==> config.mk <==
export PLATFORM = sky130hd
export DESIGN_NAME = amgs_ram
export DESIGN_NICKNAME = d
export VERILOG_FILES = /design/src/hdl/adjacency_matrix_graph_store_core_assert.svh /design/src/hdl/amgs_ram.sv
export SDC_FILE = /design/constraint.sdc
export NUM_CORES = 1
export LEC_CHECK = 0
export ABC_AREA = 1
export BUFFER_PORTS_ARGS = -buffer_cell sky130_fd_sc_hd__buf_2
export CAP_MARGIN = 40
export CORE_ASPECT_RATIO = 0.9
export CORE_MARGIN = 10
export CORE_UTILIZATION = 40
export CTS_CLUSTER_DIAMETER = 80
export DETAILED_ROUTE_END_ITERATION = 10
export GPL_TIMING_DRIVEN = 0
export HOLD_SLACK_MARGIN = 0.08
export SLEW_MARGIN = 30
export SYNTH_ARGS = -nofsm -noshare
export SYNTH_HDL_FRONTEND = slang
export SYNTH_SLANG_ARGS = --single-unit
==> constraint.sdc <==
create_clock -name clk -period 2.8 [get_ports clk]
set_input_delay 0.56 -clock clk [delete_from_list [all_inputs] [get_ports clk]]
set_output_delay 0.56 -clock clk [all_outputs]
set_load 0.02 [all_outputs]
==> src/hdl/adjacency_matrix_graph_store_core_assert.svh <==
// Assertion macros for the graph store core.
`ifndef ADJACENCY_MATRIX_GRAPH_STORE_CORE_ASSERT_SVH
`define ADJACENCY_MATRIX_GRAPH_STORE_CORE_ASSERT_SVH

// Same-cycle implication, sampled on clk, off while arst_n is low.
`define AMGS_CHECK(lbl, ante, cons, msg) \
	lbl: assert property (@(posedge clk) disable iff (!arst_n) (ante) |-> (cons)) \
		else $error(msg);

// Next-cycle implication, sampled on clk, off while arst_n is low.
`define AMGS_CHECK_NEXT(lbl, ante, cons, msg) \
	lbl: assert property (@(posedge clk) disable iff (!arst_n) (ante) |=> (cons)) \
		else $error(msg);

`endif

==> src/hdl/amgs_ram.sv <==
// Generic single-write, single-read synchronous RAM with registered read data.
module amgs_ram #(
	parameter int WIDTH = 8,
	parameter int DEPTH = 64
) (
	input  logic                                     clk,
	input  logic                                     we,
	input  logic [((DEPTH > 1) ? $clog2(DEPTH) : 1)-1:0] waddr,
	input  logic [WIDTH-1:0]                         wdata,
	input  logic                                     re,
	input  logic [((DEPTH > 1) ? $clog2(DEPTH) : 1)-1:0] raddr,
	output logic [WIDTH-1:0]                         rdata
);

	logic [WIDTH-1:0] mem [DEPTH];

	always_ff @(posedge clk) begin
		if (we)
			mem[waddr] <= wdata;
		if (re)
			rdata <= mem[raddr];
	end

endmodule
==> impl_results.html, run 1 <==
<table>
<tr><th>Metric</th><th>Value</th></tr>
<tr><th colspan="2">Layout</th></tr>
<tr><td>Most common cell after layout, fill and taps aside</td><td>sky130_fd_sc_hd__nand2_1</td></tr>
<tr><td>Non-filler instance count after layout</td><td>2652</td></tr>
<tr><td>Commonest cells after routing, fill and taps aside</td><td>sky130_fd_sc_hd__nand2_1, sky130_fd_sc_hd__edfxtp_1, sky130_fd_sc_hd__nand3_1, sky130_fd_sc_hd__buf_2, sky130_fd_sc_hd__clkbuf_16</td></tr>
<tr><td>Ratio of cells with drive above 1 in the final layout</td><td>between 10% and 20%</td></tr>
<tr><td>Post-layout nets</td><td>~1900</td></tr>
<tr><td>Fill cell instance count of the final layout</td><td>between 4000 and 5000</td></tr>
<tr><td>Layout-stage area growth over the synthesis result</td><td>13.6%</td></tr>
<tr><th colspan="2">Logic synthesis</th></tr>
<tr><td>Share of Yosys cell area claimed by the top area cell type</td><td>72.9%</td></tr>
<tr><td>Share of the yosys chip area belonging to registers</td><td>around 73%</td></tr>
<tr><td>Post-synthesis area per instance</td><td>11.9 um^2</td></tr>
<tr><td>Net count after synthesis</td><td>between 1500 and 2000</td></tr>
<tr><td>Unique masters post-synth</td><td>15</td></tr>
<tr><td>Cells after synthesis</td><td>~1800</td></tr>
<tr><td>Cell type contributing the most total cell area after synthesis</td><td>sky130_fd_sc_hd__edfxtp_1</td></tr>
<tr><td>Cell area after synthesis</td><td>between 0.02 and 0.025 mm^2</td></tr>
<tr><td>Yosys warns</td><td>0</td></tr>
<tr><td>Cell types occupying the most area after synthesis</td><td>sky130_fd_sc_hd__edfxtp_1, sky130_fd_sc_hd__nand2_1, sky130_fd_sc_hd__nand3_1</td></tr>
<tr><td>Number of register bits inferred by synthesis</td><td>520</td></tr>
<tr><th colspan="2">Flow run</th></tr>
<tr><td>Count of maximum capacitance violations</td><td>0</td></tr>
<tr><th colspan="2">Timing</th></tr>
<tr><td>Number of max-slew violations in the final report</td><td>0</td></tr>
<tr><td>Final setup violation count</td><td>0</td></tr>
<tr><td>Unrepaired setup endpoints after global routing</td><td>no</td></tr>
<tr><td>Highest achievable clock rate</td><td>approximately 380 MHz</td></tr>
<tr><td>Hold violation count in the final report</td><td>0</td></tr>
<tr><td>Measured slew at the worst slew-check pin</td><td>approximately 0.88 ns</td></tr>
<tr><td>Setup skew after layout</td><td>~0.022 ns</td></tr>
<tr><td>Final critical-path share of the clock period</td><td>94.5%</td></tr>
<tr><td>Relative slew slack</td><td>between 40% and 50%</td></tr>
<tr><td>Final period demand of the worst path</td><td>~2.6 ns</td></tr>
<tr><th colspan="2">Clock network</th></tr>
<tr><td>CTS clock-pin slew for the worst setup and hold paths</td><td>about 0.060 ns</td></tr>
<tr><td>H-tree levels</td><td>2</td></tr>
<tr><td>TritonCTS clock tree</td><td>built</td></tr>
<tr><td>PostCTS Resize Cnt</td><td>0</td></tr>
<tr><td>Max clock buf depth</td><td>3</td></tr>
<tr><td>Clock sink total</td><td>520</td></tr>
<tr><td>Number of setup buffers added after CTS</td><td>0</td></tr>
<tr><td>Clock root cell</td><td>sky130_fd_sc_hd__clkbuf_16</td></tr>
<tr><td>Cts bufs inserted</td><td>52</td></tr>
<tr><td>Clock insertion delay at the later pin of the skew report</td><td>between 0.6 and 0.7 ns</td></tr>
<tr><td>Hold_buf cts</td><td>0</td></tr>
<tr><th colspan="2">Setup path</th></tr>
<tr><td>Type of element launching the critical path</td><td>primary input</td></tr>
<tr><td>Arrival time of data at the critical path endpoint</td><td>2.86 ns</td></tr>
<tr><td>CP Capture Type</td><td>register</td></tr>
<tr><td>Critical path required time</td><td>around 3 ns</td></tr>
<tr><td>Critical-path cell with the highest stage delay</td><td>sky130_fd_sc_hd__nor2_1</td></tr>
<tr><td>Path depth of the worst reg2reg path</td><td>8</td></tr>
<tr><td>Cell Chain, Critical Path</td><td>clkbuf_1, inv_1, nand4_1, nor2_1</td></tr>
<tr><td>Maximum fanout count along the critical path</td><td>9</td></tr>
<tr><td>Worst setup path category</td><td>in -&gt; reg</td></tr>
<tr><td>Largest incremental delay on the critical path</td><td>0.97 ns</td></tr>
<tr><th colspan="2">Floorplanning</th></tr>
<tr><td>Effective utilization at floorplan</td><td>approximately two fifths</td></tr>
<tr><td>I/O pins</td><td>31</td></tr>
<tr><td>Area of the placeable core</td><td>around 0.053 mm^2</td></tr>
<tr><td>Number of cell rows</td><td>80</td></tr>
<tr><td>Chip height</td><td>240 um</td></tr>
<tr><td>DIE WIDTH</td><td>264 um</td></tr>
<tr><td>Area of the die</td><td>between 0.06 and 0.07 mm^2</td></tr>
<tr><th colspan="2">Power</th></tr>
<tr><td>Overall Power</td><td>between 15 and 20 mW</td></tr>
<tr><td>Highest ir drop seen on vdd</td><td>0.461 mV</td></tr>
<tr><td>Power per cell area</td><td>681 mW/mm^2</td></tr>
<tr><td>Lkg Pwr</td><td>~8.8 nW</td></tr>
<tr><th colspan="2">Run status</th></tr>
<tr><td>Outcome</td><td>completed</td></tr>
<tr><th colspan="2">Hold path</th></tr>
<tr><td>Hold crit path type</td><td>in -&gt; reg</td></tr>
<tr><td>Worst hold path cell count</td><td>1</td></tr>
<tr><th colspan="2">Route</th></tr>
<tr><td>Remaining DRCs</td><td>0</td></tr>
<tr><td>Starting DRT DRC Count</td><td>about 2000</td></tr>
<tr><td>Drt total wl</td><td>roughly 64000 um</td></tr>
<tr><td>DR pass1 iterations</td><td>6</td></tr>
<tr><td>Via count</td><td>14500</td></tr>
<tr><td>Routed WL per cell</td><td>between 20 and 25 um</td></tr>
<tr><td>Detailed-route vias per instance</td><td>between 5 and 6</td></tr>
<tr><td>Antenna Violating Nets Remaining</td><td>0</td></tr>
<tr><th colspan="2">GRT</th></tr>
<tr><td>First-pass GRT wire length</td><td>between 90000 and 100000 um</td></tr>
<tr><td>Global Route Usage Sum</td><td>about 20%</td></tr>
<tr><td>Total gr overflow</td><td>0</td></tr>
<tr><td>Largest net degree at the start of global routing</td><td>65</td></tr>
<tr><td>Number of global-route vias before repair</td><td>approximately 14000</td></tr>
<tr><td>Number of antenna violations at the first check in global routing</td><td>4</td></tr>
<tr><th colspan="2">Placement</th></tr>
<tr><td>Final Wtd Congestion</td><td>approximately 0.95</td></tr>
<tr><td>Inst Count DP</td><td>between 2000 and 3000</td></tr>
<tr><td>Buffers added on ports</td><td>22</td></tr>
<tr><td>Post-detailed-placement half-perimeter wirelength</td><td>around 43000 um</td></tr>
</table>
-- routing by layer --
layer  track usage, %  part of all wire (%)  vias up
met2             30.5                    44      745
met3             4.05                   9.8       91
met1             28.7                    44     7096
li1                 -                     -     6592
met4             4.93                   2.1        6
met5                0                 0.064        -
-- power breakdown --
| group | switching [mW] | internal, mW |
|---|---|---|
| registers | 0.0139 | 8.63 |
| logic | 0.895 | 0.299 |
| clock network | 2.91 | 3.82 |
| total | 3.82 | 12.8 |
-- critical path: cells and delay by family --
family / cells / cell delay [ns]
AND/OR/NAND/NOR: 2 / 1.71
buffers and inverters: 2 / 0.58
-- Yosys cell counts --
library cell	count
sky130_fd_sc_hd__buf_6	35
sky130_fd_sc_hd__inv_1	10
sky130_fd_sc_hd__nand2_1	648
sky130_fd_sc_hd__nor4_1	8
sky130_fd_sc_hd__nor2_1	56
sky130_fd_sc_hd__buf_1	10
sky130_fd_sc_hd__nand4_1	9
sky130_fd_sc_hd__edfxtp_1	520
sky130_fd_sc_hd__buf_2	37
sky130_fd_sc_hd__buf_4	14
sky130_fd_sc_hd__buf_8	2
sky130_fd_sc_hd__inv_2	1
sky130_fd_sc_hd__clkbuf_1	15
sky130_fd_sc_hd__nand3_1	439
sky130_fd_sc_hd__inv_6	1
-- sequential cells by signal (all words and copies together) (netlist names) --
| name | cells |
|---|---|
| mem | 512 |
| rdata | 8 |
-- per-stage QoR --
| step | cell area, um^2 | util, % | setup TNS [ns] | setup WS [ns] | hold WS (ns) |
|---|---|---|---|---|---|
| 2_1_floorplan | 21400 | - | 0 | 0.474 | 0.659 |
| 3_3_place_gp | 22400 | 42.2 | -54.11 | -0.662 | 0.891 |
| 3_5_place_dp | 22700 | 42.7 | -44.56 | -0.428 | 0.913 |
| 4_1_cts | 24300 | 45.8 | 0 | 0.202 | 0.288 |
| 5_1_grt | 24300 | 45.9 | 0 | 0.163 | 0.301 |
| 6_report | 24300 | 45.9 | 0 | 0.155 | 0.301 |
-- final timing paths --
path         slack (ns)  startpoint          to
min                0.30          re    rdata[7]
min reg2reg        1.08  mem[42][5]    rdata[5]
max                0.15    waddr[0]  mem[14][4]
max reg2reg        1.17  mem[27][1]    rdata[1]
-- cells by family (layout without fill, tap and decap cells) --
family / after synthesis / after routing / synth area share (%)
and+or+nand+nor: 1160 / 1160 / 23.1
DFF: 520 / 520 / 72.9
other: 0 / 1 / 0
buffers and inverters: 125 / 274 / 4.01
-- final cells by class --
class,instances,area (um^2),area share [%]
Antenna cell,1,2.50,0.0103
Buffer,113,808,3.32
Clock buffer,64,1370,5.62
Clock inverter,31,250,1.03
Inverter,12,50.0,0.206
Multi-Input combinational cell,1160,5010,20.6
Sequential cell,520,15600,64.2
Tap cell,697,872,3.58
Timing Repair Buffer,54,365,1.50
Note: power is estimated with default switching activity, not from simulation.
==> run 2, diff against run 1 <==
--- a/config.mk
+++ b/config.mk
@@ -6,7 +6,7 @@
 export NUM_CORES = 1
 export LEC_CHECK = 0
 export ABC_AREA = 1
-export BUFFER_PORTS_ARGS = -buffer_cell sky130_fd_sc_hd__buf_2
+export BUFFER_PORTS_ARGS = -buffer_cell sky130_fd_sc_hd__buf_4
 export CAP_MARGIN = 40
 export CORE_ASPECT_RATIO = 0.9
 export CORE_MARGIN = 10
==> run 2 against run 1 <==
  * Global-route usage barely moved
  * Cell count fell by 0.26%
  * Total power fell by 2.3%
  * Cell area fell by 0.45%
  * Fmax fell by 0.56%
  * Via count rose by 1.3%
  * Hold slack got worse by 0.064 ns
  * Register-to-register slack barely moved
  * Utilization fell by 0.21 points
  * Clock-buffer cell count fell by 4
==> impl_results.html, run 2 (synthesis gave the netlist of run 1 again) <==
<table>
<tr><th>Metric</th><th>Value</th></tr>
<tr><th colspan="2">GRT</th></tr>
<tr><td>Largest net degree at the start of global routing</td><td>65 (unchanged)</td></tr>
<tr><td>Global Route Usage Sum</td><td>20.0% (+0.045 points)</td></tr>
<tr><td>First-pass GRT wire length</td><td>93400 um (about the same)</td></tr>
<tr><td>Total gr overflow</td><td>0 (unchanged)</td></tr>
<tr><td>Number of antenna violations at the first check in global routing</td><td>4 (unchanged)</td></tr>
<tr><td>Number of global-route vias before repair</td><td>13700 (-0.29%)</td></tr>
<tr><th colspan="2">Layout</th></tr>
<tr><td>Layout-stage area growth over the synthesis result</td><td>13.1%</td></tr>
<tr><td>Total non-filler cell area in the finished layout</td><td>0.0242 mm^2 (-0.45%)</td></tr>
<tr><td>Leading registers by flop count</td><td>mem x512, rdata x8</td></tr>
<tr><td>Most common cell after layout, fill and taps aside</td><td>sky130_fd_sc_hd__nand2_1</td></tr>
<tr><td>Ratio of cells with drive above 1 in the final layout</td><td>11.5% (-0.21 points)</td></tr>
<tr><td>Non-filler instance count after layout</td><td>2645 (-0.26%)</td></tr>
<tr><td>Most flops, register</td><td>mem</td></tr>
<tr><td>Commonest cells after routing, fill and taps aside</td><td>sky130_fd_sc_hd__nand2_1, sky130_fd_sc_hd__edfxtp_1, sky130_fd_sc_hd__nand3_1, sky130_fd_sc_hd__clkbuf_16, sky130_fd_sc_hd__nor2_1</td></tr>
<tr><td>Post-layout nets</td><td>1934 (-0.10%)</td></tr>
<tr><td>Max reg flops</td><td>512 (unchanged)</td></tr>
<tr><th colspan="2">Clock network</th></tr>
<tr><td>Cts bufs inserted</td><td>52 (unchanged)</td></tr>
<tr><td>CTS clock-pin slew for the worst setup and hold paths</td><td>0.06 ns (about the same)</td></tr>
<tr><td>Clock root cell</td><td>sky130_fd_sc_hd__clkbuf_16</td></tr>
<tr><td>Max clock buf depth</td><td>3 (unchanged)</td></tr>
<tr><td>H-tree levels</td><td>2 (unchanged)</td></tr>
<tr><td>Clock insertion delay at the later pin of the skew report</td><td>0.60 ns (about the same)</td></tr>
<tr><td>Clock sink total</td><td>520 (unchanged)</td></tr>
<tr><td>Hold_buf cts</td><td>0 (unchanged)</td></tr>
<tr><td>PostCTS Resize Cnt</td><td>0 (unchanged)</td></tr>
<tr><td>TritonCTS clock tree</td><td>built</td></tr>
<tr><td>Number of setup buffers added after CTS</td><td>0 (unchanged)</td></tr>
<tr><th colspan="2">Setup path</th></tr>
<tr><td>Buffers plus inverters on the worst setup path</td><td>2 (unchanged)</td></tr>
<tr><td>CP Capture Type</td><td>register</td></tr>
<tr><td>Maximum fanout count along the critical path</td><td>9 (unchanged)</td></tr>
<tr><td>Worst setup path category</td><td>in -&gt; reg</td></tr>
<tr><td>Critical path's top delay family</td><td>simple AND/OR/NAND/NOR gates</td></tr>
<tr><td>Arrival time of data at the critical path endpoint</td><td>2.87 ns (about the same)</td></tr>
<tr><td>Critical path required time</td><td>3.01 ns (about the same)</td></tr>
<tr><td>Cell Chain, Critical Path</td><td>clkbuf_1, inv_1, nand4_1, nor2_1</td></tr>
<tr><td>Largest incremental delay on the critical path</td><td>0.97 ns (about the same)</td></tr>
<tr><td>Type of element launching the critical path</td><td>primary input</td></tr>
<tr><td>Critical-path cell with the highest stage delay</td><td>sky130_fd_sc_hd__nor2_1</td></tr>
<tr><th colspan="2">Timing</th></tr>
<tr><td>Hold violation count in the final report</td><td>0 (unchanged)</td></tr>
<tr><td>Number of max-slew violations in the final report</td><td>0 (unchanged)</td></tr>
<tr><td>Final period demand of the worst path</td><td>2.66 ns (+0.0150 ns)</td></tr>
<tr><td>Accumulated negative setup slack</td><td>0 ns (unchanged)</td></tr>
<tr><td>Final setup violation count</td><td>0 (unchanged)</td></tr>
<tr><td>Measured slew at the worst slew-check pin</td><td>0.882 ns (+0.00206 ns)</td></tr>
<tr><td>Final critical-path share of the clock period</td><td>95.0% (+0.54 points)</td></tr>
<tr><td>Final hold slack</td><td>0.238 ns (-0.0636 ns)</td></tr>
<tr><td>Highest achievable clock rate</td><td>376 MHz (-0.56%)</td></tr>
<tr><td>Unrepaired setup endpoints after global routing</td><td>no</td></tr>
<tr><td>Relative slew slack</td><td>41.0% (-0.18 points)</td></tr>
<tr><td>Setup skew after layout</td><td>0.0165 ns (-0.00530 ns)</td></tr>
<tr><th colspan="2">Floorplanning</th></tr>
<tr><td>Effective utilization at floorplan</td><td>40.4% (unchanged)</td></tr>
<tr><td>Chip height</td><td>240 um (unchanged)</td></tr>
<tr><td>Number of cell rows</td><td>80 (unchanged)</td></tr>
<tr><td>Area of the placeable core</td><td>0.0531 mm^2 (unchanged)</td></tr>
<tr><td>I/O pins</td><td>31 (unchanged)</td></tr>
<tr><td>Area of the die</td><td>0.0632 mm^2 (unchanged)</td></tr>
<tr><td>DIE WIDTH</td><td>264 um (unchanged)</td></tr>
<tr><th colspan="2">Placement</th></tr>
<tr><td>Post-detailed-placement half-perimeter wirelength</td><td>43000 um (-0.84%)</td></tr>
<tr><td>Inst Count DP</td><td>2540 (-0.31%)</td></tr>
<tr><td>Buffers added on ports</td><td>22 (unchanged)</td></tr>
<tr><td>Post-DP Area</td><td>0.0226 mm^2 (-0.17%)</td></tr>
<tr><td>Final Wtd Congestion</td><td>0.941 (-0.63%)</td></tr>
<tr><th colspan="2">Power</th></tr>
<tr><td>Highest ir drop seen on vdd</td><td>0.510 mV (+11%)</td></tr>
<tr><td>Overall Power</td><td>16.2 mW (-2.3%)</td></tr>
<tr><td>Lkg Pwr</td><td>8.73 nW (-0.81%)</td></tr>
<tr><td>Power per cell area</td><td>669 mW/mm^2 (-1.8%)</td></tr>
<tr><th colspan="2">Route</th></tr>
<tr><td>Via count</td><td>14700 (+1.3%)</td></tr>
<tr><td>Routed WL per cell</td><td>24.4 um (+1.1%)</td></tr>
<tr><td>DR pass1 iterations</td><td>5 (-1)</td></tr>
<tr><td>Drt total wl</td><td>64600 um (+0.88%)</td></tr>
<tr><td>Antenna Violating Nets Remaining</td><td>0 (unchanged)</td></tr>
<tr><td>Remaining DRCs</td><td>0 (unchanged)</td></tr>
<tr><td>Detailed-route vias per instance</td><td>5.56 (+1.6%)</td></tr>
<tr><td>Starting DRT DRC Count</td><td>2057 (+4.3%)</td></tr>
<tr><th colspan="2">Flow run</th></tr>
<tr><td>Count of maximum capacitance violations</td><td>0 (unchanged)</td></tr>
<tr><th colspan="2">Hold path</th></tr>
<tr><td>Hold crit path type</td><td>in -&gt; reg</td></tr>
<tr><th colspan="2">Run status</th></tr>
<tr><td>Outcome</td><td>completed</td></tr>
</table>
-- run 2: per-layer routing --
layer / vias up / wire [um] / global-route usage [%]
met4: 4 / 1750 / 6.40
met1: 7261 / 28100 / 29.0
li1: 6568 / - / -
met2: 768 / 27800 / 29.6
met5: - / 27 / 0
met3: 116 / 6860 / 3.99
-- run 2: worst paths after layout --
path                to  cells after the start  slack (ns)        from
min           rdata[5]                      1        0.24          re
max          mem[6][1]                      4        0.14    waddr[0]
min reg2reg   rdata[7]                      8        1.07  mem[24][7]
max reg2reg   rdata[2]                      8        1.18  mem[27][2]
-- run 2: worst register-to-register path, stage by stage, from the launching register on --
cell and delay [ns]:
sky130_fd_sc_hd__edfxtp_1 0.37, sky130_fd_sc_hd__nand2_1 0.08, sky130_fd_sc_hd__nand3_1 0.07, sky130_fd_sc_hd__nand3_1 0.19, sky130_fd_sc_hd__nand2_1 0.08, sky130_fd_sc_hd__nand2_1 0.06, sky130_fd_sc_hd__nand3_1 0.14, sky130_fd_sc_hd__nand3_1 0.15
sky130_fd_sc_hd__nand2_1 0.18
-- run 2: layout make-up --
type | count | area, um^2
fillers | 4840 | 28800
flip-flops and latches | 520 | 15600
multi-input cells | 1160 | 5010
clock buffers | 60 | 1350
well taps | 697 | 872
plain buffers | 113 | 808
repair buffers | 52 | 373
clock inverters | 30 | 143
inverters | 12 | 50.0
diodes | 1 | 2.50
-- run 2: through the flow --
step / utilization [%] / setup WS, ns
5_1_grt: 45.7 / 0.162
4_1_cts: 45.5 / 0.210
3_5_place_dp: 42.6 / -0.400
2_1_floorplan: - / 0.474
3_3_place_gp: 42.3 / -0.706
6_report: 45.7 / 0.140
-- run 2: report_power, final --
| part | leakage, nW | internal, mW | total [mW] | switching (mW) |
|---|---|---|---|---|
| Sequential | 4.69 | 8.63 | 8.65 | 0.0141 |
| Clock | 0.735 | 3.43 | 6.35 | 2.92 |
| Combinational | 3.31 | 0.305 | 1.20 | 0.900 |
| Total | 8.73 | 12.4 | 16.2 | 3.83 |
